### src/mso_pkg.sv
// ----------------------------------------------------------------------------
// mso_pkg: shared types and constants of the mac set occupancy tracker
// sizes of the cell chain, opcodes, status codes and the search token
// ----------------------------------------------------------------------------
`default_nettype none

package mso_pkg;

	localparam int MAX_ENTRIES = 256;
	localparam int MAC_W = 48;
	localparam int IDX_W = (MAX_ENTRIES > 1) ? $clog2(MAX_ENTRIES) : 1;
	localparam int CNT_W = $clog2(MAX_ENTRIES + 1);

	typedef enum logic [1:0] {
		OP_ADD    = 2'd0,
		OP_REMOVE = 2'd1,
		OP_CLEAR  = 2'd2,
		OP_NONE   = 2'd3
	} opcode_t;

	typedef enum logic [2:0] {
		ST_ADDED   = 3'd0,
		ST_REMOVED = 3'd1,
		ST_PRESENT = 3'd2,
		ST_FULL    = 3'd3,
		ST_ABSENT  = 3'd4,
		ST_CLEARED = 3'd5
	} status_t;

	// search token handed from cell to cell
	typedef struct packed {
		logic             active;
		logic             hit;
		logic [IDX_W-1:0] hit_idx;
		logic [MAC_W-1:0] last_addr;
	} token_t;

	// write port broadcast to all cells
	typedef struct packed {
		logic             en;
		logic [IDX_W-1:0] idx;
		logic [MAC_W-1:0] data;
	} cell_wr_t;

endpackage

`default_nettype wire

### src/mso_cell.sv
// ----------------------------------------------------------------------------
// mso_cell: one slot of the address set
// holds one address, compares it against the key as the token passes, and
// picks up its address into the token when it is the last held slot
// ----------------------------------------------------------------------------
`default_nettype none

module mso_cell (
	input  wire logic                     clk,
	input  wire logic                     arst_n,
	input  wire logic [mso_pkg::IDX_W-1:0] idx,
	input  wire logic [mso_pkg::MAC_W-1:0] key,
	input  wire logic [mso_pkg::CNT_W-1:0] count,
	input  wire mso_pkg::token_t          tok_in,
	output mso_pkg::token_t               tok_out,
	input  wire mso_pkg::cell_wr_t        wr
);
	import mso_pkg::*;

	logic [MAC_W-1:0] addr_q;
	logic             active_q;
	logic             hit_q;
	logic [IDX_W-1:0] hit_idx_q;
	logic [MAC_W-1:0] last_addr_q;
	logic             live;
	logic             is_last;
	logic             match;

	assign live    = CNT_W'(idx) < count;
	assign is_last = live && (CNT_W'(idx) == count - CNT_W'(1));
	assign match   = tok_in.active && live && (addr_q == key);

	always_ff @(posedge clk or negedge arst_n) begin
		if (!arst_n) begin
			active_q <= 1'b0;
		end else begin
			active_q <= tok_in.active;
		end
	end

	always_ff @(posedge clk) begin
		hit_q       <= tok_in.hit | match;
		hit_idx_q   <= match ? idx : tok_in.hit_idx;
		last_addr_q <= is_last ? addr_q : tok_in.last_addr;
		if (wr.en && wr.idx == idx) begin
			addr_q <= wr.data;
		end
	end

	assign tok_out = '{active: active_q, hit: hit_q, hit_idx: hit_idx_q,
		last_addr: last_addr_q};

endmodule

`default_nettype wire

### config.mk
export PLATFORM = sky130hd
export DESIGN_NAME = mso_cell
export DESIGN_NICKNAME = d
export VERILOG_FILES = /design/src/mso_pkg.sv /design/src/mso_cell.sv
export SDC_FILE = /design/constraint.sdc
export NUM_CORES = 1
export LEC_CHECK = 0
export ABC_AREA = 1
export BUFFER_PORTS_ARGS = -buffer_cell sky130_fd_sc_hd__buf_2
export CORE_ASPECT_RATIO = 0.7
export CORE_UTILIZATION = 43
export CTS_CLUSTER_DIAMETER = 40
export CTS_CLUSTER_SIZE = 28
export DETAILED_ROUTE_END_ITERATION = 10
export GPL_TIMING_DRIVEN = 0
export PLACE_DENSITY = 0.78
export SETUP_SLACK_MARGIN = 0.5
export SYNTH_ARGS = -nofsm -noshare
export SYNTH_HDL_FRONTEND = slang
export SYNTH_SLANG_ARGS = --single-unit
### constraint.sdc
create_clock -name clk -period 2.1 [get_ports clk]
set_input_delay 0.63 -clock clk [delete_from_list [all_inputs] [get_ports clk]]
set_output_delay 0.63 -clock clk [all_outputs]
set_load 0.01 [all_outputs]
## Word-level counts from Yosys, hierarchy flattened

Index checks and enable logic that the tools add are counted.
Widths: inputs -> output; s select.

- Register bits after elaboration: 106
- Latch bits: 0
- Bits in writable memories: 0
- ROM bits: 0
- Input port bits: 182
- Output and inout bits: 58
- Logic and storage cells: 17
- Memories: 0

- Add/sub/neg operators: 1
- Multipliers: 0
- Div/mod/pow operators: 0
- $lt $le $gt $ge: 1
- Equal/unequal tests: 3
- Shifts and indexed selects: 0
- Mux-type cells: 2
- Bitwise gates (word level): 1
- Reduce and logical (&&, ||, !) cells: 4

Operators with widths:

| operator | count |
|---|---|
| $eq 48x48->1 | 1 |
| $mux 48 | 1 |
| $eq 8x9->1 | 1 |
| $lt 8x9->1 | 1 |
| $sub 9x1->9 const B | 1 |
| $eq 8x8->1 | 1 |
| $mux 8 | 1 |
| $logic_and 1x1->1 | 4 |
| $or 1x1->1 | 1 |

## Longest topological paths before layout

Gate-level depths: netlist of the first run.

- Depth in word-level cells: 4
- Depth in mapped cells: 14
- Mapped depth without buffers: 12

## Least setup slack after synthesis of the first run

OpenSTA, ideal clock, no wires.

- Path type: input to register
- Start point: input idx[4] (netlist bit)
- End point: register addr_q[0] (enable)
- Setup time: 573 ps
- Arrival time: 5581 ps
- Data required time: 1527 ps
- Path slack: -4053 ps
- Cell stages on the path: 5
- Buffers on the path: 0
- Cells stage by stage: xnor2_1 -> nand3_1 -> nor3_1 -> nand2_1 -> nor4_1

- Word-level cells in the longest chain between the ends: 2

RTL lines:

| what | line | source |
|---|---|---|
| from (decl) | mso_cell.sv:11 | `input wire logic [mso_pkg::IDX_W-1:0] idx,` |
| $eq 8x8->1 | mso_cell.sv:45 | `if (wr.en && wr.idx == idx) begin` |
| $logic_and 1x1->1 | mso_cell.sv:45 |  |
| to (signal assigned) | mso_cell.sv:46 | `addr_q <= wr.data;` |
| to (decl) | mso_cell.sv:20 | `logic [MAC_W-1:0] addr_q;` |

No other way between the ends.
A chain may end at the register's enable or synchronous reset.

## Worst setup path in the final report of the first run

- Start point: input idx[6] (netlist bit)
- End point: register last_addr_q[14]

- Word-level cells in the longest chain between the ends: 3
- Elaborated cells between the ends (all ways): 4
- Those cells by class: order compare: 1; eq/ne: 1; mux: 1; reduce/logical: 1

RTL lines:

| what | line | source |
|---|---|---|
| $lt 8x9->1 or $eq 8x9->1 (tied branches) | mso_cell.sv:29, mso_cell.sv:30 |  |
| $logic_and 1x1->1 (*) | mso_cell.sv:30 | `assign is_last = live && (CNT_W'(idx) == count - CNT_W'(1));` |
| $mux 48 (*) | mso_cell.sv:44 | `last_addr_q <= is_last ? addr_q : tok_in.last_addr;` |
| to (signal assigned) | mso_cell.sv:44 |  |
| to (decl) | mso_cell.sv:24 | `logic [MAC_W-1:0] last_addr_q;` |

Every way passes the cells marked *; elsewhere a longest branch is shown, timed or not.

==> metrics.cfg, run 1 <==
[sta]
slew_headroom_pct = 70.8
whs_ns = 0.0683
hold_viol = 0
fin_ws_ns = 0.0796
setup_viol = 0
maxClockFrequency_mhz = 495
tightestPinTransition_ns = 0.438
min_period_ns = 2.02
drv_slew = 0
clock-skew-final_ns = 0.0103
grt_setup_unrepaired = true
period_share_pct = 96.2

[power]
pwr-share-seq_pct = 46.3
power.clock.fraction_pct = 37.2
power.internal_mw = 3.66
p_total_mw = 4.84
pwr_density_cell_nw_per_um2 = 612
power_frac_comb_pct = 16.5
p_sw_share_pct = 24.4
switchingPower_mw = 1.18
peakVddDrop_mv = 0.521
power.leakage_nw = 3.99

[synthesis]
synth_flop_cell = dfxtp_1
ys_seq_area_share_pct = 51.3
synth_top_family_by_area = simple AND/OR/NAND/NOR gates
syn_area_per_cell_um2 = 8.01
synth_seq_cells = 106
netlist_area_um2 = 5080
synth_cell_types = 33
syn-num-nets = 826
synth_edf_count = 48
yosys_warnings = 0
yosys-mux-area-fraction_pct = 0
synth_adder_area_share_pct = 2.22
synth-xor-area-share_pct = 3.96
yosys.area_share.simple_pct = 33.0
async_reset_ff_share_pct = 0.943
synthCells = 635
synth-compound-area-share_pct = 1.26

[floorplanning]
fp.coreArea_um2 = 11300
fp.dieArea_um2 = 12300
ios = 240
die_w_um = 132
die_y_um = 93.0
num_rows = 32
start_util_pct = 45.2

[run]
cap_violations = 0

[worst_setup_path]
r2r_cells = 10
r2r-start = addr_q[22]
endpoint_kind = register
startpoint_type = primary input
worstPathRequired_ns = 2.32
r2r-end = hit_idx_q[2]
rrSetupSlack_ns = 0.42
cp_max_fo = 5
arrival_ns = 2.24
criticalPathCategory = in2reg

[global_route]
antenna_found_initial = 0
grt_pass1_vias = 5129
grt_max_degree = 18
grt_usage_pct = 26.0
grt_first_pass_wirelength_um = 24500
grt_overflow = 0

[detailed_routing]
detail-route-antenna-nets = 0
drc = 0
routedWlPerCell_um = 14.6
viasPerCell = 4.76
dr.first_iter.drc_count = 184
drt_pass1_iterations = 5
via_count = 5191
finalWirelength_um = 16000

[worst_hold_path]
hp-class = in2async

[clock_network]
clk-insertion-delay-late_ns = 0.34
cts.sinks = 106
cts_hold_buffers = 0
clk_pin_slew_ns = 0.07
clock_path_buffers = 2
cts_tree = done
root_buffer = clkbuf_16
cts_buffers = 9
h-tree-depth = 3

[placement]
place_hpwl_um = 11400
placed_area_um2 = 6670
port_buffers = 239
gp_congestion = 0.895
dp_slack_ns = -0.642

[status]
status = finished clean

[layout]
layout-area-overhead-vs-synth_pct = 55.4
postLayoutCoreUtil_pct = 70.2
fin_nets = 1123
diodes = 0
drive_above_1_share_pct = 46.0
final_area_um2 = 7900

==> worst max-delay path by stage <==
stage,to,cells past startpoint,from,slack [ns]
3_3_place_gp,addr_q[21],6,idx[4],-2.05
3_5_place_dp,addr_q[21],7,idx[6],-0.64
6_report,last_addr_q[14],12,idx[6],0.08
5_1_grt,last_addr_q[14],12,idx[1],-0.01
2_1_floorplan,addr_q[0],5,idx[4],-0.92
4_1_cts,last_addr_q[16],12,idx[7],0.16
==> stage by stage <==
| stage | TNS (ns) | cells |
|---|---|---|
| 5_1_grt | -0.0138 | 1090 |
| 4_1_cts | 0 | 1081 |
| 2_1_floorplan | -44.04 | 635 |
| 3_3_place_gp | -120.69 | 1027 |
| 6_report | 0 | 1090 |
| 3_5_place_dp | -47.10 | 1031 |
==> power by group through the flow <==
stage | logic, mW | registers, mW | clock network (mW)
detailed placement | 0.650 | 2.28 | 0
global placement | 0.633 | 2.28 | 0
global route | 0.874 | 2.24 | 1.92
CTS | 0.737 | 2.24 | 1.84
floorplan | 0.287 | 2.32 | 0
finish | 0.798 | 2.24 | 1.80
==> cells in the mapped netlist (5+ instances only) <==
cell / number / area (um^2)
inv_1: 72 / 270
dfxtp_1: 57 / 1140
edfxtp_1: 48 / 1440
nor2_1: 63 / 236
buf_2: 7 / 35.0
or2_2: 5 / 31.3
nand4_1: 59 / 369
ha_1: 9 / 113
xnor2_1: 16 / 140
clkbuf_1: 6 / 22.5
nand3_1: 13 / 65.1
inv_2: 5 / 18.8
buf_4: 7 / 52.6
xor2_1: 7 / 61.3
nand2_1: 235 / 882
==> layer usage <==
metal | wire length (um) | share of wire (%) | track usage (%)
met4 | 320 | 2.0 | 8.33
met3 | 1150 | 7.2 | 7.43
met1 | 6740 | 42 | 30.8
met2 | 7750 | 49 | 45.7
met5 | 0 | 0 | 0
==> critical path, stage by stage <==
cell and delay (ns):
buf_8 0.11, ha_4 0.23, nand2_2 0.06, nand2_2 0.06, a22oi_2 0.20, nand2_2 0.10
nor2_4 0.17, nand4_1 0.19, buf_4 0.22, buf_8 0.13, nand2_2 0.06, nand2_2 0.06
==> timing repair <==
action                     in CTS  in global routing
setup endpoints to repair     106                106
gates cloned                    6                  1
setup buffers                  28                  8
pin swaps                      29                 24
gates resized for setup       102                 61
==> kinds of logic after synthesis <==
kind of cell,count (synthesis)
AO/OA/AOI/OAI,10
flip-flops,106
adder cells (fa/ha/maj),9
AND/OR/NAND/NOR,388
XOR/XNOR,23
buffers and inverters,99
==> layout make-up <==
cell class / count / area (um^2)
fill: 878 / 3350
multi-input combinational: 430 / 2430
timing repair buffer: 286 / 1830
buffer: 22 / 191
sequential: 106 / 2610
tap: 153 / 191
clock buffer: 11 / 233
clock inverter: 5 / 86.3
inverter: 77 / 327
==> sequential cells by signal, indices dropped and copies added (netlist names) <==
signal       count
addr_q          48
hit_q            1
last_addr_q     48
hit_idx_q        8
active_q         1
==> cell usage in the layout, fill, tap and decap left out, types with 2 or more instances in the layout <==
master and count:
buf_2 225, nand2_1 177, inv_1 62, nand4_1 59
nor2_1 58, dfxtp_1 57, nand2_2 56, edfxtp_1 48
buf_4 33, buf_6 26, xnor2_1 15, clkbuf_16 10
nand3_1 9, buf_8 9, xor2_1 7, ha_4 7
inv_4 6, inv_2 6, or2_2 5, nand3_2 5
nor2_2 5, nor2_4 5, clkbuf_1 5, buf_12 5
inv_6 3, o21ai_1 3, clkbuf_4 3, nand2_4 3
a21oi_2 2, ha_1 2, bufinv_16 2, clkinv_4 2
buf_16 2
No activity file was read; power rests on OpenSTA's default activity.
==> inputs of run 2 (changes only) <==
--- a/config.mk
+++ b/config.mk
@@ -6,14 +6,14 @@
 export NUM_CORES = 1
 export LEC_CHECK = 0
 export ABC_AREA = 1
-export BUFFER_PORTS_ARGS = -buffer_cell sky130_fd_sc_hd__buf_2
 export CORE_ASPECT_RATIO = 0.7
 export CORE_UTILIZATION = 43
 export CTS_CLUSTER_DIAMETER = 40
 export CTS_CLUSTER_SIZE = 28
 export DETAILED_ROUTE_END_ITERATION = 10
+export DONT_BUFFER_PORTS = 1
 export GPL_TIMING_DRIVEN = 0
-export PLACE_DENSITY = 0.78
+export PLACE_DENSITY = 0.61
 export SETUP_SLACK_MARGIN = 0.5
 export SYNTH_ARGS = -nofsm -noshare
 export SYNTH_HDL_FRONTEND = slang
==> metrics.cfg, run 2 (synthesis gave the netlist of run 1 again) <==
[status]
status = finished clean  ; unchanged

[worst_setup_path]
worstPathRequired_ns = 2.33  ; was 2.32 ns
rrSetupSlack_ns = 0.48  ; was 0.42 ns
startpoint_type = primary input  ; unchanged
r2r_cells = 11  ; was 10
crit_start = count[3]  ; was idx[6]
cp_max_fo = 5  ; unchanged
endpoint_kind = register  ; unchanged
criticalPathCategory = in2reg  ; unchanged
r2r-end = hit_idx_q[0]  ; was hit_idx_q[2]
critPathCapture = last_addr_q[18]  ; was last_addr_q[14]
r2r-start = addr_q[14]  ; was addr_q[22]
arrival_ns = 2.11  ; was 2.24 ns

[clock_network]
root_buffer = clkbuf_16  ; unchanged
clk-insertion-delay-late_ns = 0.34  ; about the same
clock_path_buffers = 2  ; unchanged
cts.sinks = 106  ; unchanged
cts_tree = done  ; unchanged
cts_buffers = 9  ; unchanged
clk_pin_slew_ns = 0.07  ; about the same
h-tree-depth = 3  ; unchanged

[sta]
slew_headroom_pct = 67.1  ; was 70.8%
grt_setup_unrepaired = true  ; unchanged
min_period_ns = 1.89  ; was 2.02 ns
fin_ws_ns = 0.214  ; was 0.0796 ns
drv_slew = 0  ; unchanged
setup_viol = 0  ; unchanged
maxClockFrequency_mhz = 530  ; was 495 MHz
hold_viol = 0  ; unchanged
clock-skew-final_ns = 0.0133  ; was 0.0103 ns
period_share_pct = 89.8  ; was 96.2%
tightestPinTransition_ns = 0.494  ; was 0.438 ns

[detailed_routing]
viasPerCell = 5.19  ; was 4.76
dr.first_iter.drc_count = 164  ; was 184
drt_pass1_iterations = 4  ; was 5
via_count = 4405  ; was 5191
finalWirelength_um = 14900  ; was 16000 um
drc = 0  ; unchanged
routedWlPerCell_um = 17.5  ; was 14.6 um
detail-route-antenna-nets = 0  ; unchanged

[layout]
final_cell_mix = nand2_1, inv_1, nand4_1  ; was buf_2, nand2_1, inv_1
postLayoutCoreUtil_pct = 59.7  ; was 70.2%
top_regs = addr_q: 48 flops, last_addr_q: 48 flops, hit_idx_q: 8 flops  ; unchanged
drive_above_1_share_pct = 26.3  ; was 46.0%
final_common_cell = nand2_1  ; was buf_2
diodes = 0  ; unchanged
fin_nets = 881  ; was 1123
fillers = 974  ; was 878
layout-area-overhead-vs-synth_pct = 32.0  ; was 55.4%

[global_route]
grt_max_degree = 19  ; was 18
grt_overflow = 0  ; unchanged
grt_pass1_vias = 4411  ; was 5129
grt_usage_pct = 24.2  ; was 26.0%
antenna_found_initial = 0  ; unchanged
grt_first_pass_wirelength_um = 22600  ; was 24500 um

[power]
power.leakage_nw = 3.06  ; was 3.99 nW
pwr_density_cell_nw_per_um2 = 656  ; was 612 nW/um^2
peakVddDrop_mv = 0.479  ; was 0.521 mV

[placement]
gp_congestion = 0.850  ; was 0.895
place_hpwl_um = 10700  ; was 11400 um
dp_slack_ns = -0.403  ; was -0.642 ns
port_buffers = 0  ; was 239

[floorplanning]
die_w_um = 132  ; unchanged
die_y_um = 93.0  ; unchanged
start_util_pct = 45.2  ; unchanged
fp.dieArea_um2 = 12300  ; unchanged
fp.coreArea_um2 = 11300  ; unchanged
ios = 240  ; unchanged
num_rows = 32  ; unchanged

[worst_hold_path]
hp-class = in2reg  ; was in2async

[run]
cap_violations = 0  ; unchanged

[run 2: cell types whose count changed in the layout (fill, tap and decap cells not counted), sizes merged]
cell         previous run  this run
inv                    78        80
buf                   300        52
bufbuf                  0         2
bufinv                  2         0
nor2                   68        69
clkinvlp                0         2
clkinv                  2         1
nand3                  15        16
dlygate4sd3             0         1
[run 2: critical path, cell delays in order]
cell and delay (ns):
inv_12 0.02, ha_4 0.23, nand2_4 0.08, inv_2 0.04
nand2_2 0.06, nand2_1 0.06, nand2_2 0.07, nand2_2 0.07
nor2_4 0.16, nand4_1 0.13, buf_6 0.16, buf_8 0.13
clkbuf_16 0.16, nand2_2 0.06, nand2_1 0.05
[run 2: metrics by stage]
stage | power [mW] | instances | area, um^2 | hold slack [ns] | setup TNS (ns)
finish | 4.40 | 848 | 6710 | 0.314 | 0
global placement | 2.67 | 788 | 5420 | 0.334 | -103.63
detailed placement | 2.69 | 792 | 5470 | 0.334 | -17.57
global route | 4.57 | 848 | 6710 | 0.295 | 0
CTS | 4.41 | 841 | 6440 | 0.300 | 0
floorplan | 2.60 | 635 | 5230 | 0.334 | -44.04
[run 2: how the worst min path moves through the flow]
stage          cells past startpoint  endpoint        from  slack (ns)
5_1_grt                            0  active_q  tok_in[57]        0.29
3_5_place_dp                       0  active_q      arst_n        0.33
4_1_cts                            0  active_q  tok_in[57]        0.30
3_3_place_gp                       0  active_q      arst_n        0.33
6_report                           0  active_q  tok_in[57]        0.31
2_1_floorplan                      0  active_q      arst_n        0.33
[run 2: power by group]
group / switching [mW] / internal (mW) / total, mW
sequential: 0.0582 / 2.22 / 2.28
clock: 0.773 / 0.852 / 1.63
combinational: 0.262 / 0.234 / 0.496
[run 2: per-layer routing]
layer	GRT usage, %	part of all wire (%)
met2	42.7	50
met1	28.4	40
met5	0	0
met3	7.70	8.7
met4	6.88	1.1
[run 2: cell type report]
| class | count | area [um^2] | share of cell area [%] |
|---|---|---|---|
| Clock inverter | 6 | 48.8 | 0.727 |
| Clock buffer | 10 | 239 | 3.56 |
| Sequential cell | 106 | 2610 | 38.8 |
| Multi-Input combinational cell | 432 | 2460 | 36.7 |
| Tap cell | 153 | 191 | 2.85 |
| Buffer | 22 | 233 | 3.47 |
| Timing Repair Buffer | 42 | 591 | 8.80 |
| Inverter | 77 | 342 | 5.09 |
[run 2: what timing repair did]
item | CTS | global route
setup endpoints to repair | 84 | 103
pin swaps | 34 | 16
endpoints found under the hold margin | 1 | 0
cloned | 11 | 2
setup buffers | 21 | 5
hold buffers | 1 | 0
gates resized for setup | 97 | 48
==> inputs of run 3 (changes only) <==
--- a/config.mk
+++ b/config.mk
@@ -14,7 +14,7 @@
 export DONT_BUFFER_PORTS = 1
 export GPL_TIMING_DRIVEN = 0
 export PLACE_DENSITY = 0.61
-export SETUP_SLACK_MARGIN = 0.5
+export SETUP_SLACK_MARGIN = 0.1
 export SYNTH_ARGS = -nofsm -noshare
 export SYNTH_HDL_FRONTEND = slang
 export SYNTH_SLANG_ARGS = --single-unit
==> metrics.cfg, run 3 (synthesis gave the netlist of run 1 again) <==
[status]
status = finished clean  ; unchanged

[floorplanning]
die_w_um = 132  ; unchanged
die_y_um = 93.0  ; unchanged
num_rows = 32  ; unchanged
ios = 240  ; unchanged
start_util_pct = 45.2  ; unchanged
fp.dieArea_um2 = 12300  ; unchanged
fp.coreArea_um2 = 11300  ; unchanged

[layout]
drive_above_1_share_pct = 12.6  ; was 26.3%
top_regs = addr_q: 48 flops, last_addr_q: 48 flops, hit_idx_q: 8 flops  ; unchanged
final_common_cell = nand2_1  ; unchanged
final_cell_mix = nand2_1, inv_1, nor2_1  ; was nand2_1, inv_1, nand4_1
fin_nets = 845  ; was 881
postLayoutCoreUtil_pct = 52.4  ; was 59.7%
fillers = 1081  ; was 974
final_cells = 813  ; was 848
layout-area-overhead-vs-synth_pct = 16.1  ; was 32.0%

[clock_network]
clk-insertion-delay-late_ns = 0.34  ; about the same
cts_buffers = 9  ; unchanged
cts.sinks = 106  ; unchanged
clock_path_buffers = 2  ; unchanged
cts_tree = done  ; unchanged
root_buffer = clkbuf_16  ; unchanged
h-tree-depth = 3  ; unchanged
clk_pin_slew_ns = 0.07  ; about the same

[global_route]
grt_overflow = 0  ; unchanged
grt_max_degree = 18  ; was 19
grt_usage_pct = 21.6  ; was 24.2%
grt_first_pass_wirelength_um = 20500  ; was 22600 um
grt_pass1_vias = 4084  ; was 4411
antenna_found_initial = 2  ; was 0

[sta]
hold_viol = 0  ; unchanged
min_period_ns = 1.92  ; was 1.89 ns
grt_setup_unrepaired = true  ; unchanged
setup_viol = 0  ; unchanged
maxClockFrequency_mhz = 522  ; was 530 MHz
setup_tns_ns = 0  ; unchanged
period_share_pct = 91.3  ; was 89.8%
slew_headroom_pct = 69.8  ; was 67.1%
fin_ws_ns = 0.184  ; was 0.214 ns
clock-skew-final_ns = 0.00765  ; was 0.0133 ns
tightestPinTransition_ns = 0.453  ; was 0.494 ns
drv_slew = 0  ; unchanged

[power]
peakVddDrop_mv = 0.411  ; was 0.479 mV
power.leakage_nw = 2.76  ; was 3.06 nW
p_total_mw = 4.47  ; was 4.40 mW
pwr_density_cell_nw_per_um2 = 757  ; was 656 nW/um^2

[detailed_routing]
drt_pass1_iterations = 4  ; unchanged
finalWirelength_um = 13300  ; was 14900 um
drc = 0  ; unchanged
viasPerCell = 5.06  ; was 5.19
dr.first_iter.drc_count = 167  ; was 164
via_count = 4111  ; was 4405
detail-route-antenna-nets = 0  ; unchanged
routedWlPerCell_um = 16.3  ; was 17.5 um

[worst_setup_path]
criticalPathCategory = in2reg  ; unchanged
arrival_ns = 2.14  ; was 2.11 ns
endpoint_kind = register  ; unchanged
worstPathRequired_ns = 2.33  ; about the same
startpoint_type = primary input  ; unchanged
cp_max_fo = 10  ; was 5

[run]
cap_violations = 0  ; unchanged

[placement]
dp_slack_ns = -0.567  ; was -0.403 ns
port_buffers = 0  ; unchanged
gp_congestion = 0.861  ; was 0.850
placed_cells = 791  ; was 792
place_hpwl_um = 10600  ; was 10700 um

[worst_hold_path]
hp-class = in2reg  ; unchanged

run 3: cell count changes in the layout (fill, tap and decap cells not counted), sizes merged, moves of 2 or more:
cell,before,now
buf,52,23
bufbuf,2,0
bufinv,0,2
clkbuf,19,16
clkinv,1,3
inv,80,76
run 3: final timing paths:
kind	startpoint	end	slack [ns]	cells after the start
worst max-delay path	count[1]	last_addr_q[31]	0.18	12
worst min-delay path	tok_in[57]	active_q	0.32	0
worst max register to register	addr_q[18]	hit_idx_q[4]	0.31	10
worst min register to register	addr_q[41]	last_addr_q[41]	0.52	2
max in group asynchronous	arst_n	active_q	1.49	1
min in group asynchronous	arst_n	active_q	0.51	1
run 3: worst max-delay path: stages:
cell and delay [ns]:
clkinvlp_4 0.10, ha_4 0.20, inv_1 0.06, nand2_1 0.06, nand3_1 0.09, nand4_1 0.13
nor2_1 0.17, nand4_1 0.22, buf_6 0.22, buf_8 0.14, nand2_1 0.06, nand2_1 0.06
run 3: metrics by stage:
step                cell area, um^2  hold WS (ns)
finish                         5900         0.323
global route                   5900         0.301
CTS                            5790         0.310
detailed placement             5380         0.334
global placement               5340         0.334
floorplan                      5150         0.334
run 3: power by group:
| group | switching, mW | total, mW | internal, mW |
|---|---|---|---|
| combinational | 0.217 | 0.365 | 0.148 |
| sequential | 0.0586 | 2.28 | 2.22 |
| clock | 0.743 | 1.82 | 1.08 |
| total | 1.02 | 4.47 | 3.45 |
run 3: metal layers:
layer / track usage (%) / routed length, um
met1: 24.6 / 5580
met4: 4.84 / 131
met5: 0 / 0
met2: 37.7 / 6280
met3: 9.38 / 1300
run 3: repair_timing:
item                       in CTS  in global routing
hold buffers                    1                  0
buffers inserted                3                  0
gates resized for setup         8                 21
hold endpoints to repair        1                  0
gates cloned                    0                  1
pin swaps                       3                  5
setup endpoints to repair      78                 55
run 3: final cells by class:
cell class	count	area, um^2	share of cell area, %
diodes	1	2.50	0.0424
plain buffers	22	153	2.59
clock buffers	10	239	4.05
clock inverters	6	90.1	1.53
inverters	77	298	5.05
multi-input cells	430	2200	37.3
flip-flops and latches	106	2610	44.2
well taps	153	191	3.24
repair buffers	8	120	2.04
